--- src/hdl/bsd_pkg.sv ---
// Package for the box signed distance block: field widths, payload structs
// and the record carried down the square-root cell chain. No dependencies.
`default_nettype none

package bsd_pkg;

	localparam int COORD_BITS = 16;
	localparam int DIST_BITS  = COORD_BITS + 1;
	localparam int ABS_BITS   = COORD_BITS + 1;   // |most negative| needs one more bit
	localparam int DIFF_BITS  = COORD_BITS + 2;   // signed |p|-|h|
	localparam int ROOT_BITS  = COORD_BITS;       // one result bit per cell
	localparam int RAD_BITS   = 2 * COORD_BITS;   // sum of three squares fits here
	localparam int REM_BITS   = ROOT_BITS + 1;
	localparam int SQRT_CELLS = ROOT_BITS;

	typedef struct packed {
		logic signed [COORD_BITS-1:0] pos_x;
		logic signed [COORD_BITS-1:0] pos_y;
		logic signed [COORD_BITS-1:0] pos_z;
	} in_t;

	typedef struct packed {
		logic signed [DIST_BITS-1:0] distance;
		logic                        inside_res;
	} out_t;

	typedef struct packed {
		logic signed [COORD_BITS-1:0] half_x;
		logic signed [COORD_BITS-1:0] half_y;
		logic signed [COORD_BITS-1:0] half_z;
	} half_t;

	// One square-root step's working set, plus the inside result riding along
	typedef struct packed {
		logic [RAD_BITS-1:0]  rad;
		logic [REM_BITS-1:0]  rem;
		logic [ROOT_BITS-1:0] root;
		logic                 in_box;
		logic [DIST_BITS-1:0] neg_dist;
	} cell_t;

	function automatic logic [ABS_BITS-1:0] abs_val(input logic signed [COORD_BITS-1:0] v);
		logic signed [ABS_BITS-1:0] w;
		w = ABS_BITS'(v);
		abs_val = w[ABS_BITS-1] ? ABS_BITS'(-w) : ABS_BITS'(w);
	endfunction

endpackage

`default_nettype wire

--- src/hdl/bsd_front.sv ---
// Front end: per-axis |p|-|h|, largest difference, squares of positive parts
// and their sum, three pipeline stages. Uses bsd_pkg.
`default_nettype none

module bsd_front (
	input  wire                 clk,
	input  wire                 arst_n,
	input  bsd_pkg::half_t      half,
	input  wire                 up_valid,
	output logic                up_ready,
	input  bsd_pkg::in_t        up_data,
	output logic                dn_valid,
	input  wire                 dn_ready,
	output bsd_pkg::cell_t      dn_data
);
	import bsd_pkg::*;

	logic                        valid_s1, valid_s2, valid_s3;
	logic                        adv_s1, adv_s2, adv_s3;
	logic signed [DIFF_BITS-1:0] d_s1 [3];
	logic [RAD_BITS-1:0]         sq_s2 [3];
	logic                        inside_s2;
	logic [DIST_BITS-1:0]        neg_s2;
	cell_t                       cell_s3;

	logic signed [DIFF_BITS-1:0] d_n [3];
	logic signed [DIFF_BITS-1:0] m01, dmax;
	logic [COORD_BITS-1:0]       pos_part [3];
	logic [RAD_BITS-1:0]         sum_n;

	// a stage takes new data when empty or when its contents move on
	assign adv_s3   = !valid_s3 || dn_ready;
	assign adv_s2   = !valid_s2 || adv_s3;
	assign adv_s1   = !valid_s1 || adv_s2;
	assign up_ready = adv_s1;

	always_comb begin
		d_n[0] = DIFF_BITS'(abs_val(up_data.pos_x)) - DIFF_BITS'(abs_val(half.half_x));
		d_n[1] = DIFF_BITS'(abs_val(up_data.pos_y)) - DIFF_BITS'(abs_val(half.half_y));
		d_n[2] = DIFF_BITS'(abs_val(up_data.pos_z)) - DIFF_BITS'(abs_val(half.half_z));
	end

	always_comb begin
		m01  = (d_s1[1] > d_s1[0]) ? d_s1[1] : d_s1[0];
		dmax = (d_s1[2] > m01) ? d_s1[2] : m01;
		for (int i = 0; i < 3; i++) begin
			// positive part is at most 2^(COORD_BITS-1), fits unsigned
			pos_part[i] = (d_s1[i] > 0) ? d_s1[i][COORD_BITS-1:0] : '0;
		end
	end

	assign sum_n = sq_s2[0] + sq_s2[1] + sq_s2[2];

	always_ff @(posedge clk or negedge arst_n) begin
		if (!arst_n) begin
			valid_s1 <= 1'b0;
			valid_s2 <= 1'b0;
			valid_s3 <= 1'b0;
		end else begin
			if (adv_s1) valid_s1 <= up_valid;
			if (adv_s2) valid_s2 <= valid_s1;
			if (adv_s3) valid_s3 <= valid_s2;
		end
	end

	always_ff @(posedge clk) begin
		if (adv_s1 && up_valid) begin
			d_s1 <= d_n;
		end
		if (adv_s2 && valid_s1) begin
			for (int i = 0; i < 3; i++) begin
				sq_s2[i] <= RAD_BITS'(pos_part[i]) * RAD_BITS'(pos_part[i]);
			end
			inside_s2 <= dmax[DIFF_BITS-1];
			neg_s2    <= dmax[DIST_BITS-1:0];
		end
		if (adv_s3 && valid_s2) begin
			cell_s3.rad      <= sum_n;
			cell_s3.rem      <= '0;
			cell_s3.root     <= '0;
			cell_s3.in_box   <= inside_s2;
			cell_s3.neg_dist <= neg_s2;
		end
	end

	assign dn_valid = valid_s3;
	assign dn_data  = cell_s3;

endmodule

`default_nettype wire

--- src/hdl/bsd_sqrt_cell.sv ---
// One cell of the digit-by-digit square root chain: takes two radicand bits,
// settles one root bit, registers the result. Uses bsd_pkg.
`default_nettype none

module bsd_sqrt_cell (
	input  wire             clk,
	input  wire             arst_n,
	input  wire             up_valid,
	output logic            up_ready,
	input  bsd_pkg::cell_t  up_data,
	output logic            dn_valid,
	input  wire             dn_ready,
	output bsd_pkg::cell_t  dn_data
);
	import bsd_pkg::*;

	localparam int SH_BITS = REM_BITS + 2;

	logic              valid_q;
	cell_t             data_q;
	cell_t             next;
	logic [SH_BITS-1:0] sh, trial;

	assign up_ready = !valid_q || dn_ready;

	always_comb begin
		sh    = {up_data.rem, up_data.rad[RAD_BITS-1 -: 2]};
		trial = SH_BITS'({up_data.root, 2'b01});
		next  = up_data;
		next.rad = {up_data.rad[RAD_BITS-3:0], 2'b00};
		// remainder stays below 2*root+1, so REM_BITS always holds it
		if (sh >= trial) begin
			next.rem  = REM_BITS'(sh - trial);
			next.root = {up_data.root[ROOT_BITS-2:0], 1'b1};
		end else begin
			next.rem  = sh[REM_BITS-1:0];
			next.root = {up_data.root[ROOT_BITS-2:0], 1'b0};
		end
	end

	always_ff @(posedge clk or negedge arst_n) begin
		if (!arst_n) begin
			valid_q <= 1'b0;
		end else if (up_ready) begin
			valid_q <= up_valid;
		end
	end

	always_ff @(posedge clk) begin
		if (up_ready && up_valid) begin
			data_q <= next;
		end
	end

	assign dn_valid = valid_q;
	assign dn_data  = data_q;

endmodule

`default_nettype wire

--- src/hdl/box_signed_distance.sv ---
// Box signed distance, top level: APB register file for the half extents,
// front end, square-root cell chain and output register.
// Depends on bsd_pkg, bsd_front, bsd_sqrt_cell.
//
// Usage:
//   Input channel in_valid/in_stall/in_data carries one point (pos_x, pos_y,
//   pos_z, signed Q8.8). Output channel out_valid/out_stall/out_data carries
//   distance (signed Q9.8, negative inside) and inside_res. A transfer happens on a
//   rising edge with valid high and stall low.
//   The pipeline has 3 front stages (difference, square, sum), 16 root
//   cells (one result bit each) and the output register. One point per cycle
//   is taken and delivered while the output is not stalled.
//   Every stage moves on when it is empty or its successor moves, so bubbles
//   close up; with out_stall held, the chain fills and in_stall rises only
//   once all 20 stages hold a point.
//   Half extents are written over APB at 0x0, 0x4, 0x8 (low 16 bits of pwdata,
//   absolute value used); pready is always high and reads return the value.
//   Reset clears all valid flags and sets each half extent to 1.0 (0x0100).
`default_nettype none

module box_signed_distance (
	input  wire            clk,
	input  wire            arst_n,
	input  wire            in_valid,
	output logic           in_stall,
	input  bsd_pkg::in_t   in_data,
	output logic           out_valid,
	input  wire            out_stall,
	output bsd_pkg::out_t  out_data,
	input  wire            psel,
	input  wire            penable,
	input  wire            pwrite,
	input  wire [3:0]      paddr,
	input  wire [31:0]     pwdata,
	output logic [31:0]    prdata,
	output logic           pready
);
	import bsd_pkg::*;

	localparam logic [1:0] REG_HALF_X = 2'd0;
	localparam logic [1:0] REG_HALF_Y = 2'd1;
	localparam logic [1:0] REG_HALF_Z = 2'd2;
	localparam logic [COORD_BITS-1:0] HALF_RESET = COORD_BITS'(256);

	half_t            half_q;
	logic [1:0]       reg_idx;
	logic             wr_en;

	logic             front_ready;
	logic             chain_valid [SQRT_CELLS+1];
	logic             chain_ready [SQRT_CELLS+1];
	cell_t            chain_data  [SQRT_CELLS+1];

	logic             out_valid_q;
	out_t             out_q;
	logic             last_ready;
	cell_t            last;

	assign reg_idx = paddr[3:2];
	assign wr_en   = psel && penable && pwrite;
	assign pready  = 1'b1;

	always_ff @(posedge clk or negedge arst_n) begin
		if (!arst_n) begin
			half_q.half_x <= HALF_RESET;
			half_q.half_y <= HALF_RESET;
			half_q.half_z <= HALF_RESET;
		end else if (wr_en) begin
			unique case (reg_idx)
				REG_HALF_X: half_q.half_x <= pwdata[COORD_BITS-1:0];
				REG_HALF_Y: half_q.half_y <= pwdata[COORD_BITS-1:0];
				REG_HALF_Z: half_q.half_z <= pwdata[COORD_BITS-1:0];
				default: ;
			endcase
		end
	end

	always_comb begin
		unique case (reg_idx)
			REG_HALF_X: prdata = 32'(unsigned'(half_q.half_x));
			REG_HALF_Y: prdata = 32'(unsigned'(half_q.half_y));
			REG_HALF_Z: prdata = 32'(unsigned'(half_q.half_z));
			default:    prdata = '0;
		endcase
	end

	bsd_front u_front (
		.clk      (clk),
		.arst_n   (arst_n),
		.half     (half_q),
		.up_valid (in_valid),
		.up_ready (front_ready),
		.up_data  (in_data),
		.dn_valid (chain_valid[0]),
		.dn_ready (chain_ready[0]),
		.dn_data  (chain_data[0])
	);

	assign in_stall = !front_ready;

	for (genvar g = 0; g < SQRT_CELLS; g++) begin : g_cell
		bsd_sqrt_cell u_cell (
			.clk      (clk),
			.arst_n   (arst_n),
			.up_valid (chain_valid[g]),
			.up_ready (chain_ready[g]),
			.up_data  (chain_data[g]),
			.dn_valid (chain_valid[g+1]),
			.dn_ready (chain_ready[g+1]),
			.dn_data  (chain_data[g+1])
		);
	end

	assign last       = chain_data[SQRT_CELLS];
	assign last_ready = !out_valid_q || !out_stall;
	assign chain_ready[SQRT_CELLS] = last_ready;

	always_ff @(posedge clk or negedge arst_n) begin
		if (!arst_n) begin
			out_valid_q <= 1'b0;
		end else if (last_ready) begin
			out_valid_q <= chain_valid[SQRT_CELLS];
		end
	end

	always_ff @(posedge clk) begin
		if (last_ready && chain_valid[SQRT_CELLS]) begin
			out_q.distance   <= last.in_box ? last.neg_dist : DIST_BITS'(last.root);
			out_q.inside_res <= last.in_box;
		end
	end

	assign out_valid = out_valid_q;
	assign out_data  = out_q;

endmodule

`default_nettype wire

--- config.mk ---
export PLATFORM = sky130hd
export DESIGN_NAME = box_signed_distance
export DESIGN_NICKNAME = d
export VERILOG_FILES = /design/src/hdl/bsd_pkg.sv /design/src/hdl/bsd_front.sv /design/src/hdl/bsd_sqrt_cell.sv /design/src/hdl/box_signed_distance.sv
export SDC_FILE = /design/constraint.sdc
export NUM_CORES = 2
export LEC_CHECK = 0
export BUFFER_PORTS_ARGS = -buffer_cell sky130_fd_sc_hd__clkbuf_2
export CORE_MARGIN = 5
export CORE_UTILIZATION = 40
export DETAILED_ROUTE_END_ITERATION = 7
export SYNTH_ARGS = -nofsm -noshare
export SYNTH_HDL_FRONTEND = slang
export SYNTH_HIERARCHICAL = 1
export SYNTH_SLANG_ARGS = --single-unit
--- constraint.sdc ---
create_clock -name clk -period 6.9 [get_ports clk]
set_input_delay 0 -clock clk [delete_from_list [all_inputs] [get_ports clk]]
set_output_delay 0 -clock clk [all_outputs]
set_load 0.005 [all_outputs]
==> metrics.csv <==
stage,metric,value,unit
timing,Max Slew Vio Count,0,
grt,Total GRT Usage,16.7,%
setup_path,CP required,7.40,ns
floorplan,die height,480,microns
worst_hold_path,Hold Path Class,input pin to flop,
grt,largest net degree at the start of global routing,79,
setup_path,crit path max-delay cell type,fa_1,
route,DR pass1 iterations,6,
placed_design,post-DP HPWL,151000,microns
placed_design,Routability Congestion,0.917,
route,Vias,54800,
timing,Period minus WS final,6.92,ns
setup_path,Worst setup SP type,flop,
placed_design,Buffers on Ports,108,
setup_path,Crit. End Element,flop,
clock_tree,CTS tree,done,
grt,first-pass GRT wire length,307000,microns
route,final wirelength,194000,microns
timing,Final TNS setup,-0.0235,ns
finish,Area Overhead vs Synth,14.2,%
floorplan,I/O pins,144,
clock_tree,"Reg clk slew, reported paths",0.05,ns
grt,Congestion Overflow GR,0,
setup_path,Critical Path Source,u_front/d_s1[21]$_DFFE_PP_,
setup_path,critical path class,flop to flop,
run,max cap viols,0,
route,DR DRC count,0,
clock_tree,Clock Sinks,1340,
timing,Fin Clk Skew,0.0654,ns
setup_path,max incr delay on CP,0.54,ns
timing,"Hold Vio Cnt, Final",0,
timing,RSZ-0062 raised after global routing,true,
setup_path,Worst R2R End,u_front/sq_s2[0][63]$_DFFE_PP_,
timing,Final Cycle Share,100,%
clock_tree,H-tree Lvls,4,
worst_hold_path,Cells on Worst Hold Path,3,
worst_hold_path,hold path start,pwdata[1],
timing,Final Setup Violations,1,
setup_path,Critical Path Fanout Max,8,
synth,yosys warns,6,
route,Vias per Instance,5.04,
route,drt initial violations,2911,
grt,initial antenna violation count,1,
floorplan,core footprint,0.220,sq mm
floorplan,initial core utilization,40.2,%
floorplan,die area,0.230,sq mm
synth,Post-Syn Area,0.0883,sq mm
timing,PnR worst setup slack,-0.0235,ns
setup_path,r2r startpoint,u_front/d_s1[21]$_DFFE_PP_,
synth,Syn Inst Count,7356,
outcome,status,"finished, violations left",
placed_design,total placed cells including tap cells,10500,
setup_path,Reg2Reg Depth,27,
finish,Nets,9129,
timing,relative slew slack,31.4,%
route,Avg WL per Cell,17.8,microns
floorplan,chip width,480,microns
clock_tree,Root Driver,clkbuf_16,
clock_tree,clock latency on the worst-skew pair,0.78,ns
setup_path,most numerous cell on the critical path,fa_1,
finish,layout cell share with drive strength beyond 1,16.3,%
synth,Post-Syn Area per Cell,12.0,sq um
finish,Finished Layout Cells,10900,
setup_path,crit path to,u_front/sq_s2[0][63]$_DFFE_PP_,
setup_path,R2R Setup Slk,-0.02,ns
clock_tree,CTS buffer count,146,
timing,Least-Margin Pin Slew,1.03,ns
timing,Max Clk Rate,144,MHz
outcome,failing checks,setup timing,
floorplan,FP Rows,172,
grt,vias in the first global route,56800,
clock_tree,clock buffer depth,3,
setup_path,WP data arrival,7.42,ns
route,DRT antenna net count,0,
flip-flops by register name, indices dropped and copies added, names as in the netlist, 16 cells and up:
name,cells
g_cell.u_cell/dn_valid,16
u_front/d_s1,54
u_front/sq_s2,93
out_data,18
g_cell.u_cell/dn_data,1039
half_q,48
u_front/neg_s2,17
u_front/dn_data,50
cell type report:
| class | count | area (sq um) |
|---|---|---|
| Multi-Input combinational cell | 4738 | 44500 |
| Tap cell | 2958 | 3700 |
| Timing Repair Buffer | 512 | 3900 |
| Antenna cell | 1 | 2.50 |
| Sequential cell | 1340 | 39900 |
| Clock inverter | 85 | 908 |
| Clock buffer | 177 | 3830 |
| Fill cell | 19700 | 119000 |
| Inverter | 1077 | 4040 |
routing by layer:
metal / share of wire, % / routed length [microns] / global-route usage (%)
met1: 40 / 78200 / 19.9
met2: 52 / 102000 / 30.8
met3: 3.6 / 6950 / 2.21
met4: 3.6 / 6970 / 5.74
met5: 0 / 0 / 0
critical path: cells and delay by family, from the launching register on:
kind	cells	cell delay (ns)
XOR/XNOR	1	0.13
buffers and inverters	7	0.58
adder cells (fa/ha/maj)	7	3.28
AO/OA/AOI/OAI	4	0.82
AND/OR/NAND/NOR	8	1.45
flip-flops	1	0.40
worst min path at each step:
| stage | to | slack [ns] |
|---|---|---|
| 2_1_floorplan | g_cell[0].u_cell/dn_valid$_DFFE_PN0N_ | -0.30 |
| 4_1_cts | half_q[17]$_DFFE_PN0P_ | 0.0006 |
| 5_1_grt | half_q[21]$_DFFE_PN0P_ | 0.02 |
| 6_report | half_q[17]$_DFFE_PN0P_ | 0.06 |
| 3_5_place_dp | half_q[36]$_DFFE_PN0P_ | -0.07 |
| 3_3_place_gp | half_q[36]$_DFFE_PN0P_ | -0.07 |
repair_timing:
item | CTS | global route
hold buffers | 82 | 0
endpoints found under the hold margin | 183 | 0
pin swaps | 139 | 154
setup endpoints to repair | 37 | 48
gates cloned | 0 | 1
resized for setup | 132 | 199
buffers inserted | 17 | 26
per-stage QoR:
step	hold slack, ns	utilization (%)	instance area (sq um)	setup slack [ns]
2_1_floorplan	-0.296	-	88600	0.0136
6_report	0.0632	45.9	101000	-0.0235
3_5_place_dp	-0.0694	42.6	93600	-0.531
5_1_grt	0.0159	45.9	101000	-0.308
3_3_place_gp	-0.0692	42.6	93600	-0.410
4_1_cts	0.000567	45.5	99900	-0.119
cell usage in the layout (no fill, tap or decap), types with 81 or more instances in the layout:
cell type	instances
edfxtp_1	1272
inv_1	1032
ha_1	664
fa_1	507
nand2_1	404
buf_4	300
xnor2_1	299
a21oi_1	292
nor2_1	260
mux2_2	179
o21ai_0	171
xor2_1	162
clkbuf_16	147
a21o_1	131
mux2_4	115
clkbuf_2	107
and3_1	103
nand3_1	100
and2_1	94
nor3_1	94
nand2b_1	84
dlygate4sd3_1	81
Power is not shown: default switching activity piles up to over one toggle a cycle in this logic, so the estimate is an artifact.
